--- src/rtl/ffha_pkg.sv ---
// shared types and constants for the first fit heap allocator
// no dependencies
`default_nettype none

package ffha_pkg;

  localparam int TableDepth  = 64;
  localparam int IdxW        = $clog2(TableDepth);
  localparam int CntW        = IdxW + 1;
  localparam int HeaderBytes = 16;
  localparam int Grain       = 16;
  localparam int GrainMask   = 15;

  // request codes
  localparam logic [1:0] FUNC_ALLOC = 2'd0;
  localparam logic [1:0] FUNC_FREE  = 2'd1;
  localparam logic [1:0] FUNC_ADD   = 2'd2;

  // result status codes
  localparam logic [2:0] ST_OK    = 3'd0;
  localparam logic [2:0] ST_NOFIT = 3'd1;
  localparam logic [2:0] ST_ALIGN = 3'd2;
  localparam logic [2:0] ST_BAD   = 3'd3;
  localparam logic [2:0] ST_FULL  = 3'd4;

  typedef struct packed {
    logic [1:0]  func;
    logic [31:0] req_size;
    logic [31:0] req_align;
    logic [31:0] req_addr;
  } req_t;

  typedef struct packed {
    logic [31:0] data_addr;
    logic [2:0]  status;
  } res_t;

  typedef struct packed {
    logic [31:0] start;
    logic [31:0] payload;
    logic        free;
  } entry_t;

  typedef enum logic [4:0] {
    OP_NONE,
    OP_LOAD,
    OP_READ,
    OP_EVAL,
    OP_SETST,
    OP_ALLOC_HIT,
    OP_PAD,
    OP_ADD_SET,
    OP_NEXT_INS,
    OP_IRD,
    OP_IMOVE,
    OP_IWRITE,
    OP_FMARK,
    OP_FNEXT,
    OP_FPREV,
    OP_DRD,
    OP_DMOVE,
    OP_DEND,
    OP_OUT
  } op_e;

  typedef struct packed {
    op_e        op;
    logic [2:0] st;
  } cmd_t;

  typedef struct packed {
    logic [1:0] func;
    logic       aln;
    logic       pre_err;
    logic       scan_end;
    logic       match;
    logic       best_vld;
    logic       full;
    logic       pend1;
    logic       pend2;
    logic       idx_eq_ins;
    logic       del_last;
    logic       cur_free;
    logic       has_next;
    logic       next_merge;
    logic       prev_merge;
  } dp_status_t;

endpackage

`default_nettype wire

--- src/rtl/ffha_ctrl.sv ---
// sequencer for scan, insert shift, delete shift and merge steps
// depends on ffha_pkg
`default_nettype none

module ffha_ctrl (
  input  wire logic                 clk_i,
  input  wire logic                 rst_ni,
  input  wire logic                 start,
  output logic                      busy,
  input  wire ffha_pkg::dp_status_t status_i,
  output ffha_pkg::cmd_t            cmd_o
);

  typedef enum logic [4:0] {
    S_IDLE, S_PRE, S_RD, S_EV, S_AHIT, S_POST, S_ICHK, S_IMOV,
    S_FMARK, S_FRD, S_FNXT, S_FPREV, S_DCHK, S_DMOV, S_BAD, S_FIN
  } state_e;

  state_e state_q, state_d;
  logic   busy_q;
  logic   del_prev_q, del_prev_d;

  // next state and datapath command
  always_comb begin
    state_d    = state_q;
    del_prev_d = del_prev_q;
    cmd_o      = '{op: ffha_pkg::OP_NONE, st: ffha_pkg::ST_OK};
    case (state_q)
      S_IDLE: begin
        if (start) begin
          cmd_o.op = ffha_pkg::OP_LOAD;
          state_d  = S_PRE;
        end
      end
      S_PRE: state_d = status_i.pre_err ? S_FIN : S_RD;
      S_RD: begin
        if (!status_i.scan_end) begin
          cmd_o.op = ffha_pkg::OP_READ;
          state_d  = S_EV;
        end else begin
          state_d  = S_FIN;
          cmd_o.op = ffha_pkg::OP_SETST;
          case (status_i.func)
            ffha_pkg::FUNC_ALLOC: begin
              if (!status_i.aln || !status_i.best_vld) begin
                cmd_o.st = ffha_pkg::ST_NOFIT;
              end else if (status_i.full) begin
                cmd_o.st = ffha_pkg::ST_FULL;
              end else begin
                cmd_o.op = ffha_pkg::OP_PAD;
                state_d  = S_POST;
              end
            end
            ffha_pkg::FUNC_ADD: begin
              if (status_i.full) begin
                cmd_o.st = ffha_pkg::ST_FULL;
              end else begin
                cmd_o.op = ffha_pkg::OP_ADD_SET;
                state_d  = S_POST;
              end
            end
            default: cmd_o.st = ffha_pkg::ST_BAD;
          endcase
        end
      end
      S_EV: begin
        cmd_o.op = ffha_pkg::OP_EVAL;
        if (status_i.match) begin
          case (status_i.func)
            ffha_pkg::FUNC_ALLOC: state_d = S_AHIT;
            ffha_pkg::FUNC_FREE:  state_d = S_FMARK;
            default:              state_d = S_BAD;
          endcase
        end else begin
          state_d = S_RD;
        end
      end
      S_AHIT: begin
        cmd_o.op = ffha_pkg::OP_ALLOC_HIT;
        state_d  = S_POST;
      end
      // pending inserts
      S_POST: begin
        if (status_i.pend1) begin
          state_d = S_ICHK;
        end else if (status_i.pend2) begin
          cmd_o.op = ffha_pkg::OP_NEXT_INS;
        end else begin
          state_d = S_FIN;
        end
      end
      S_ICHK: begin
        if (status_i.idx_eq_ins) begin
          cmd_o.op = ffha_pkg::OP_IWRITE;
          state_d  = S_POST;
        end else begin
          cmd_o.op = ffha_pkg::OP_IRD;
          state_d  = S_IMOV;
        end
      end
      S_IMOV: begin
        cmd_o.op = ffha_pkg::OP_IMOVE;
        state_d  = S_ICHK;
      end
      // free and merge
      S_FMARK: begin
        if (status_i.cur_free) begin
          cmd_o.op = ffha_pkg::OP_SETST;
          cmd_o.st = ffha_pkg::ST_BAD;
          state_d  = S_FIN;
        end else begin
          cmd_o.op = ffha_pkg::OP_FMARK;
          state_d  = status_i.has_next ? S_FRD : S_FPREV;
        end
      end
      S_FRD: begin
        cmd_o.op = ffha_pkg::OP_READ;
        state_d  = S_FNXT;
      end
      S_FNXT: begin
        if (status_i.next_merge) begin
          cmd_o.op   = ffha_pkg::OP_FNEXT;
          del_prev_d = 1'b0;
          state_d    = S_DCHK;
        end else begin
          state_d = S_FPREV;
        end
      end
      S_FPREV: begin
        if (status_i.prev_merge) begin
          cmd_o.op   = ffha_pkg::OP_FPREV;
          del_prev_d = 1'b1;
          state_d    = S_DCHK;
        end else begin
          state_d = S_FIN;
        end
      end
      S_DCHK: begin
        if (status_i.del_last) begin
          cmd_o.op = ffha_pkg::OP_DEND;
          state_d  = del_prev_q ? S_FIN : S_FPREV;
        end else begin
          cmd_o.op = ffha_pkg::OP_DRD;
          state_d  = S_DMOV;
        end
      end
      S_DMOV: begin
        cmd_o.op = ffha_pkg::OP_DMOVE;
        state_d  = S_DCHK;
      end
      S_BAD: begin
        cmd_o.op = ffha_pkg::OP_SETST;
        cmd_o.st = ffha_pkg::ST_BAD;
        state_d  = S_FIN;
      end
      S_FIN: begin
        cmd_o.op = ffha_pkg::OP_OUT;
        state_d  = S_IDLE;
      end
      default: state_d = S_IDLE;
    endcase
  end

  // state and busy flag
  always_ff @(posedge clk_i or negedge rst_ni) begin
    if (!rst_ni) begin
      state_q    <= S_IDLE;
      busy_q     <= 1'b0;
      del_prev_q <= 1'b0;
    end else begin
      state_q    <= state_d;
      del_prev_q <= del_prev_d;
      if (state_q == S_IDLE && start) busy_q <= 1'b1;
      else if (state_q == S_FIN) busy_q <= 1'b0;
    end
  end

  assign busy = busy_q;

endmodule

`default_nettype wire

--- config.mk ---
export PLATFORM = sky130hd
export DESIGN_NAME = ffha_ctrl
export DESIGN_NICKNAME = d
export VERILOG_FILES = /design/src/rtl/ffha_pkg.sv /design/src/rtl/ffha_ctrl.sv
export SDC_FILE = /design/constraint.sdc
export NUM_CORES = 1
export LEC_CHECK = 0
export ABC_AREA = 1
export BUFFER_PORTS_ARGS = -buffer_cell sky130_fd_sc_hd__buf_4
export CAP_MARGIN = 20
export CORE_MARGIN = 2
export CORE_UTILIZATION = 51
export CTS_CLUSTER_DIAMETER = 40
export DETAILED_ROUTE_END_ITERATION = 10
export PLACE_DENSITY = 0.85
export SKIP_LAST_GASP = 1
export SLEW_MARGIN = 20
export SYNTH_ARGS = -nofsm -noshare
export SYNTH_HDL_FRONTEND = slang
export SYNTH_SLANG_ARGS = --single-unit
--- constraint.sdc ---
create_clock -name clk_i -period 2.05 [get_ports clk_i]
set_clock_uncertainty 0.15 [all_clocks]
set_input_delay 0.205 -clock clk_i [delete_from_list [all_inputs] [get_ports clk_i]]
set_output_delay 0.205 -clock clk_i [all_outputs]
set_load 0.01 [all_outputs]
Word level (Yosys, flattened, before mapping)

Cells that the tools add are included.
Widths: inputs -> output; s select.

Multiply operators: 0
Divide/modulo/power cells: 0
Bitwise gates (word level): 0
Order comparisons: 0
Add/sub/neg operators: 0
Shifts and indexed selects: 0
Equality and inequality tests: 21
Reduce and logical (&&, ||, !) cells: 10
Mux-type cells: 43

Operators with widths:

| operator           | number |
|---|---|
| $pmux 5 s15        | 2 |
| $eq 5x4->1 const B | 8 |
| $mux 4             | 9 |
| $mux 5             | 7 |
| $mux 3             | 7 |
| $eq 5x3->1 const B | 4 |
| $pmux 4 s2         | 2 |
| $mux 2             | 7 |
| $eq 5x2->1 const B | 2 |
| $pmux 5 s2         | 1 |
| $pmux 3 s3         | 1 |
| $ne 2x2->1 const B | 3 |
| $pmux 3 s2         | 1 |
| $eq 5x1->1 const B | 1 |
| $logic_not 5->1    | 1 |
| $mux 1             | 5 |
| $reduce_bool 2->1  | 2 |
| $ne 3x3->1 const B | 1 |
| $reduce_and 3->1   | 1 |
| $eq 2x1->1 const B | 1 |
| $eq 2x2->1 const B | 1 |
| $logic_not 1->1    | 2 |
| $logic_not 2->1    | 1 |
| $pmux 1 s2         | 1 |
| 3 further kinds    | 3 |

Bits of input ports: 19
Output and inout bits: 9
Bits in writable memories: 0
Memory bits (read-only): 0
Memories kept: 0
Latch bits: 0
Register bits after elaboration: 7

Logic depth before layout (Yosys ltp)

Gate-level depths: netlist of run 1.

Depth after elaboration: 6
Depth in mapped cells: 9
Gate-level depth less buffers: 9

Worst setup path before layout of run 1

OpenSTA, ideal clock, no wires.

Path kind: register to output
Start: register state_q[2]
End: output port cmd_o[2] (netlist bit)
Slack: 0.472 ns
Cell stages (with the launch flop): 6
Data required time: 1.695 ns
Buffers on the path: 0
Data arrival time: 1.223 ns
Cells stage by stage: dfrtp_1 > inv_1 > nand2_1 > nor2_1 > nand2_1 > nor3b_1

RTL lines:

| item                   | RTL line         | source |
|---|---|---|
| start, declared        | ffha_ctrl.sv:19  | `state_e state_q, state_d;` |
| start signal, assigned | ffha_ctrl.sv:171 | `state_q <= state_d;` |
| end, declared          | ffha_ctrl.sv:11  | `output ffha_pkg::cmd_t cmd_o` |

==> out/qor.yml, run 1 <==
synth_area_leaders: "nand2_1 21%, dfrtp_1 21%, inv_1 10%, nand3_1 10%, o21ai_0 8.3%"
final.period_utilization_pct: 96.02
place_congestion: 0.9377
cts_tree: "yes"
crit_buf_inv: 2
num_antenna_cells: 0
wl_per_cell_um: 12.23
ys_types: 19
synthCells: 132
maxCapViolations: 0
root_buffer: "clkbuf_4"
nNetsFinal: 185
grt_pass1_wl_um: 3498
ant_nets: 0
ir_drop_mv: 1.041
grt_pass1_vias: 877
start_util_pct: 55.08
overflow: 0
synth_compound_area_share_pct: 15.00
leakage_nw: 0.5679
worstMarginPinSlew_ns: 0.3020
critPathKind: "flop to output pin"
synth_nets: 151
cts_sinks: 6
setup_violations: 0
synth_top_family_by_area: "simple AND/OR/NAND/NOR gates"
dp.cells: 175
avgViaCountPerCell: 5.542
yosysSeqAreaShare_pct: 20.69
setup-tns-final_ns: 0
cp-end-kind: "output pin"
grtUsageTotal_pct: 25.52
route.detailed.drc: 0
dieArea_um2: 1741
core_area_um2: 1318
muxShareOfSynthArea_pct: 0
fin_crit_ns: 1.968
ys_ff_latch: 6
clk_latency_ns: 0.24
clock.fmax_ghz: 0.5080
routed_wl_um: 2189
cts_buffers: 3
critPathArrivalTime_ns: 1.61
outcome: "completed"
yosys_warnings: 0
crit_path_frequent_cell: "nand2_1"
first_pass_iters: 4
yosys.area_share.simple_pct: 52.41
dr_total_vias: 992
slew_headroom_pct: 79.84
cp_max_fo: 7
cts_max_level: 1
place_hpwl_um: 1806
synthAdderAreaFrac_pct: 0
avgSynthCellArea_um2: 5.498
p_per_area_nw_per_um2: 1350
synth_top_area_cell: "nand2_1"
hold_viol_final: 0
die_x_um: 41.72
cp-start-kind: "flop"
final-instance-count-excl-fill: 179
antenna_found_initial: 0
num_rows: 13
die_h_um: 41.72
final_layout_size_suffix_gt1_share_pct: 28.66
clk_path_buf_depth: 2
syn_to_final_growth_pct: 37.76
drt_iter0_markers: 36
rsz0062_at_grt: "yes"
crit_chain: "inv_2, nand2_1, nor2_2, nand2_1, o21ai_0, a21oi_1, nand3_1, buf_4"
slowest_delay_ns: 0.45
grt_max_degree: 8
critical-path-top-delay-family: "simple AND/OR/NAND/NOR gates"
worstPathRequired_ns: 1.69
clkTransAtPathRegs_ns: 0.04
ios: 28
io_buffers: 27
drv_slew: 0
synth_top_area_share_pct: 21.21
slowest_stage: "dfrtp_2"
synth_xor_area_share_pct: 0
hp-class: "input port to flop"
netlist_area_um2: 725.7
==> cell families (layout without fill, tap and decap cells) <==
family	after synthesis	in the layout
flip-flops	6	6
buffers and inverters	23	55
AO/OA/AOI/OAI	19	19
AND/OR/NAND/NOR	84	84
==> placed cells by master (no fill, tap or decap), drive strengths merged <==
master        n
a21boi        1
buf          28
o211ai        2
dfrtp         6
inv          23
nor3          1
nand4         5
nand3        16
nor2         18
dlygate4sd3   1
o21ai        13
nor3b         2
a21oi         2
o31ai         1
nand3b        1
clkbuf        3
nand2        41
==> layer usage <==
layer  global-route usage, %  part of all wire, %  vias up
li1                        -                    -      497
met1                   32.09                   43      431
met2                   43.44                   48       58
met3                   2.609                  7.6        6
met4                   11.61                  1.6        0
met5                       0                    0        -
==> per-stage QoR <==
step                      hold slack [ns]  power [mW]  setup WS (ns)  utilization (%)  area [µm²]
after floorplan                   -0.2406      0.8609         0.4719                -       725.7
after global placement            -0.1362       1.205         0.2388            72.46       954.7
after detailed placement          -0.1349       1.206         0.2569            72.46       954.7
after CTS                         0.07005       1.320        0.02272            75.12       989.7
after global routing              0.08879       1.472       -0.02925            75.88       999.7
final                             0.08251       1.349        0.08156            75.88       999.7
==> flip-flops by register name, indices dropped and copies added, names as in the netlist <==
| signal | cells |
|---|---|
| del_prev_q | 1 |
| busy | 1 |
| state_q | 4 |
==> tightest hold or removal path, delay by kind of cell <==
family / cells / cell delay, ns
buffers and inverters: 1 / 0.08
AND/OR/NAND/NOR: 2 / 0.14
==> timing repair <==
item                                   CTS  global route
setup buffers                            0             0
setup endpoints to repair                1             6
pin swaps                                0             0
hold buffers                             1             0
gates resized for setup                  1             6
endpoints found under the hold margin    6             0
==> area by class of cell <==
type	count	area [µm²]
fill	116	317.8
inverter	23	86.33
timing repair buffer	29	220.2
clock buffer	3	22.52
tap	15	18.77
sequential	6	152.6
multi-input combinational	103	499.2
==> synthesized netlist by cell type <==
library cell   n
o31ai_1        1
inv_1         20
a21boi_1       1
nor2_1        14
o211ai_1       2
dfrtp_1        6
nand3_1       15
nor2_4         1
inv_2          3
nand3b_1       1
nand3_2        1
a21oi_1        2
o21ai_2        1
nand4_1        5
nand2_1       41
nor3b_1        2
nor3_1         1
nor2_2         3
o21ai_0       12
==> worst paths after layout <==
kind	start	to	slack (ns)	cells after the start
setup / recovery	state_q[1]	cmd_o[6]	0.08	8
hold / removal	start	busy	0.08	3
setup reg to reg	state_q[3]	del_prev_q	0.50	7
hold reg to reg	del_prev_q	del_prev_q	0.32	2
max in group asynchronous	rst_ni	state_q[1]	1.46	2
min in group asynchronous	rst_ni	del_prev_q	0.17	2
==> report_power, final <==
part / switching, mW / internal, mW
combinational: 0.583 / 0.389
sequential: 0.0890 / 0.187
clock: 0.0359 / 0.0658
total: 0.708 / 0.641
Note: power is estimated with default switching activity, not from simulation.
==> run 2, diff against run 1 <==
--- a/config.mk
+++ b/config.mk
@@ -5,11 +5,12 @@
 export SDC_FILE = /design/constraint.sdc
 export NUM_CORES = 1
 export LEC_CHECK = 0
-export ABC_AREA = 1
 export BUFFER_PORTS_ARGS = -buffer_cell sky130_fd_sc_hd__buf_4
 export CAP_MARGIN = 20
+export CELL_PAD_IN_SITES_DETAIL_PLACEMENT = 0
+export CELL_PAD_IN_SITES_GLOBAL_PLACEMENT = 1
 export CORE_MARGIN = 2
-export CORE_UTILIZATION = 51
+export CORE_UTILIZATION = 36
 export CTS_CLUSTER_DIAMETER = 40
 export DETAILED_ROUTE_END_ITERATION = 10
 export PLACE_DENSITY = 0.85
==> run 2 against run 1 <==
Against the previous run:
- critical path depth down 3
- cell count unchanged
- non-clock buffer count up 13
- register-to-register slack worse by 0.13 ns
- largest cell class unchanged
- global-route usage down 3.9 points
- synthesized area up 9.8%
- die area up 50%
==> out/qor.yml, run 2 <==
place_ws_ns: 0.1809  # was 0.2569 ns
netlist_area_um2: 797.0  # was 725.7 µm²
yosysMostFrequentCell: "nor2_1"  # was nand2_1
largest_register_ffs: 4  # unchanged
slew_headroom_pct: 78.14  # was 79.84%
cts_tree: "yes"  # unchanged
final_util_pct: 52.65  # was 75.88%
ys_ff_latch: 6  # unchanged
synth_top_area_cell: "dfrtp_1"  # was nand2_1
dr_total_vias: 1049  # was 992
synthCells: 115  # was 132
grt_max_degree: 24  # was 8
routed_wl_um: 2678  # was 2189 µm
synth_top_area_share_pct: 18.84  # was 21.21%
core_area_um2: 2148  # was 1318 µm²
synthArstFlopShare_pct: 100.0  # unchanged
synth_xor_area_share_pct: 0  # unchanged
final_cell_mix: "41 x buf_4, 13 x nor2_1, 11 x a21oi_1"  # was 40 x nand2_1, 28 x buf_4, 19 x inv_1
hp-class: "input port to flop"  # unchanged
final_layout_size_suffix_gt1_share_pct: 33.77  # was 28.66%
cp-end-kind: "output pin"  # unchanged
p_seq_share_pct: 14.9  # was 20.4%
yosys_warnings: 0  # unchanged
clk_path_buf_depth: 2  # unchanged
final_common_cell: "buf_4"  # was nand2_1
ys_types: 40  # was 19
synth_top_family_by_area: "simple AND/OR/NAND/NOR gates"  # unchanged
drv_slew: 0  # unchanged
ios: 28  # unchanged
wl_per_cell_um: 14.96  # was 12.23 µm
yosysSeqAreaShare_pct: 18.84  # was 20.69%
num_antenna_cells: 0  # unchanged
cp-start-kind: "flop"  # unchanged
antenna_found_initial: 0  # unchanged
finalPower_mw: 1.610  # was 1.349 mW
critPathArrivalTime_ns: 1.69  # was 1.61 ns
root_buffer: "clkbuf_4"  # unchanged
cp_max_fo: 5  # was 7
muxShareOfSynthArea_pct: 1.256  # was 0%
ant_nets: 0  # unchanged
grt_pass1_vias: 866  # was 877
ys.flop_type: "dfrtp_1"  # unchanged
critPathKind: "flop to output pin"  # unchanged
fin_area_um2: 1131  # was 999.7 µm²
cts_max_level: 1  # unchanged
cts_buffers: 3  # unchanged
synth_compound_area_share_pct: 32.81  # was 15.00%
grtUsageTotal_pct: 21.63  # was 25.52%
grt_pass1_wl_um: 4298  # was 3498 µm
p_int_mw: 0.8420  # was 0.6411 mW
p_switching_mw: 0.7682  # was 0.7082 mW
setup_violations: 0  # unchanged
clk_latency_ns: 0.25  # was 0.24 ns
fin_crit_ns: 2.046  # was 1.968 ns
hold_viol_final: 0  # unchanged
io_buffers: 27  # unchanged
yosys.area_share.simple_pct: 38.46  # was 52.41%
overflow: 0  # unchanged
die_h_um: 51.05  # was 41.72 µm
p_per_area_nw_per_um2: 1424  # was 1350 nW/µm²
final.period_utilization_pct: 99.79  # was 96.02%
clock.fmax_ghz: 0.4888  # was 0.5080 GHz
slowest_stage: "or4b_4"  # was dfrtp_2
dieArea_um2: 2606  # was 1741 µm²
clkTransAtPathRegs_ns: 0.05  # was 0.04 ns
num_rows: 17  # was 13
route.detailed.drc: 0  # unchanged
fin_ws_ns: 0.004328  # was 0.08156 ns
rsz0062_at_grt: "yes"  # unchanged
worstMarginPinSlew_ns: 0.3279  # was 0.3020 ns
synth_nets: 134  # was 151
first_pass_iters: 4  # unchanged
place_hpwl_um: 1941  # was 1806 µm
leakage_nw: 0.5066  # was 0.5679 nW
synth_edf_count: 0  # unchanged
drt_iter0_markers: 50  # was 36
synthAdderAreaFrac_pct: 0  # unchanged
start_util_pct: 37.10  # was 55.08%
nNetsFinal: 172  # was 185
synth_area_leaders: "dfrtp_1 19%, a21oi_1 6.9%, nor2_1 6.6%, nand2b_1 5.5%, o21ai_0 5.0%"  # was nand2_1 21%, dfrtp_1 21%, inv_1 10%, nand3_1 10%, o21ai_0 8.3%
maxCapViolations: 0  # unchanged
avgSynthCellArea_um2: 6.931  # was 5.498 µm²
worstPathRequired_ns: 1.69  # about the same
p_sw_share_pct: 47.71  # was 52.49%
ir_drop_mv: 0.6501  # was 1.041 mV
largest-register: "state_q"  # unchanged
cts_sinks: 6  # unchanged
outcome: "completed"  # unchanged
comb_power_share_pct: 78.0  # was 72.0%
synth.top_cells.by_count: "14 x nor2_1, 11 x a21oi_1, 8 x o21ai_0, 7 x nand2b_1"  # was 41 x nand2_1, 20 x inv_1, 15 x nand3_1, 14 x nor2_1, 12 x o21ai_0
crit_chain: "or4b_4, nor2_4, a32oi_1, o21ai_0, buf_4"  # was inv_2, nand2_1, nor2_2, nand2_1, o21ai_0, a21oi_1, nand3_1, buf_4
place_congestion: 0.8966  # was 0.9377
syn_to_final_growth_pct: 41.91  # was 37.76%
die_x_um: 51.05  # was 41.72 µm
avgViaCountPerCell: 5.860  # was 5.542
slowest_delay_ns: 0.56  # was 0.45 ns
pwr-share-clk_pct: 7.1  # was 7.5%
place_area_um2: 1049  # was 954.7 µm²
-- run 2: changes by cell type after synthesis, sizes merged, moves of 3 or more --
cell	before	now
buf	0	8
a21oi	2	11
nor3	1	6
nand2	41	6
inv	23	4
nor2b	0	3
nand2b	0	7
nor2	18	15
a31oi	0	4
nand3	16	1
o21ai	13	8
nand4	5	2
-- run 2: final cells by class --
| cell class | count | area [µm²] |
|---|---|---|
| timing repair buffer | 42 | 317.8 |
| clock buffer | 3 | 22.52 |
| tap | 28 | 35.03 |
| inverter | 4 | 15.01 |
| fill | 221 | 1017 |
| sequential | 6 | 152.6 |
| multi-input combinational | 96 | 588.1 |
-- run 2: cell families after synthesis --
logic type,Yosys count
and+or+nand+nor,54
AOI/OAI and AO/OA,41
muxes,1
buffers and inverters,13
DFF,6
-- run 2: power groups by stage --
stage                     sequential, mW  clock, mW  combinational, mW
after global placement             0.250          0               1.13
final                              0.240      0.114               1.26
after CTS                          0.237      0.118               1.19
after floorplan                    0.207          0              0.774
after global routing               0.244      0.128               1.37
after detailed placement           0.253          0               1.12
-- run 2: through the flow --
| step | hold slack (ns) | cells | setup TNS [ns] |
|---|---|---|---|
| floorplan | -0.2406 | 115 | 0 |
| finish | 0.1138 | 179 | 0 |
| detailed placement | -0.1323 | 170 | 0 |
| global route | 0.1445 | 179 | -0.1364 |
| CTS | 0.1100 | 177 | -0.004897 |
| global placement | -0.1356 | 170 | 0 |
-- run 2: per-layer routing --
metal	track usage, %	wire length [µm]
met4	4.505	26
met1	30.23	1121
met5	0	0
met2	33.98	1304
met3	4.678	225
-- run 2: critical path, delay by kind of cell, from the launching register on --
| family | cells | cell delay, ns |
|---|---|---|
| AND/OR/NAND/NOR | 2 | 0.70 |
| buffers and inverters | 1 | 0.14 |
| flip-flops | 1 | 0.42 |
| AO/OA/AOI/OAI | 2 | 0.19 |
-- run 2: worst paths after layout --
check	cells past startpoint	end	startpoint	slack, ns
max	5	cmd_o[3]	state_q[2]	0.004
min	3	del_prev_q	status_i[0]	0.11
max reg2reg	6	state_q[2]	state_q[1]	0.37
min reg2reg	2	busy	busy	0.39
max in group asynchronous	2	state_q[3]	rst_ni	1.47
min in group asynchronous	2	busy	rst_ni	0.15
-- run 2: repair_timing --
item,in CTS,in global routing
endpoints found under the hold margin,6,0
setup endpoints to repair,6,6
resized for setup,3,2
buffers inserted,3,2
hold buffers,1,0
pin swaps,0,1
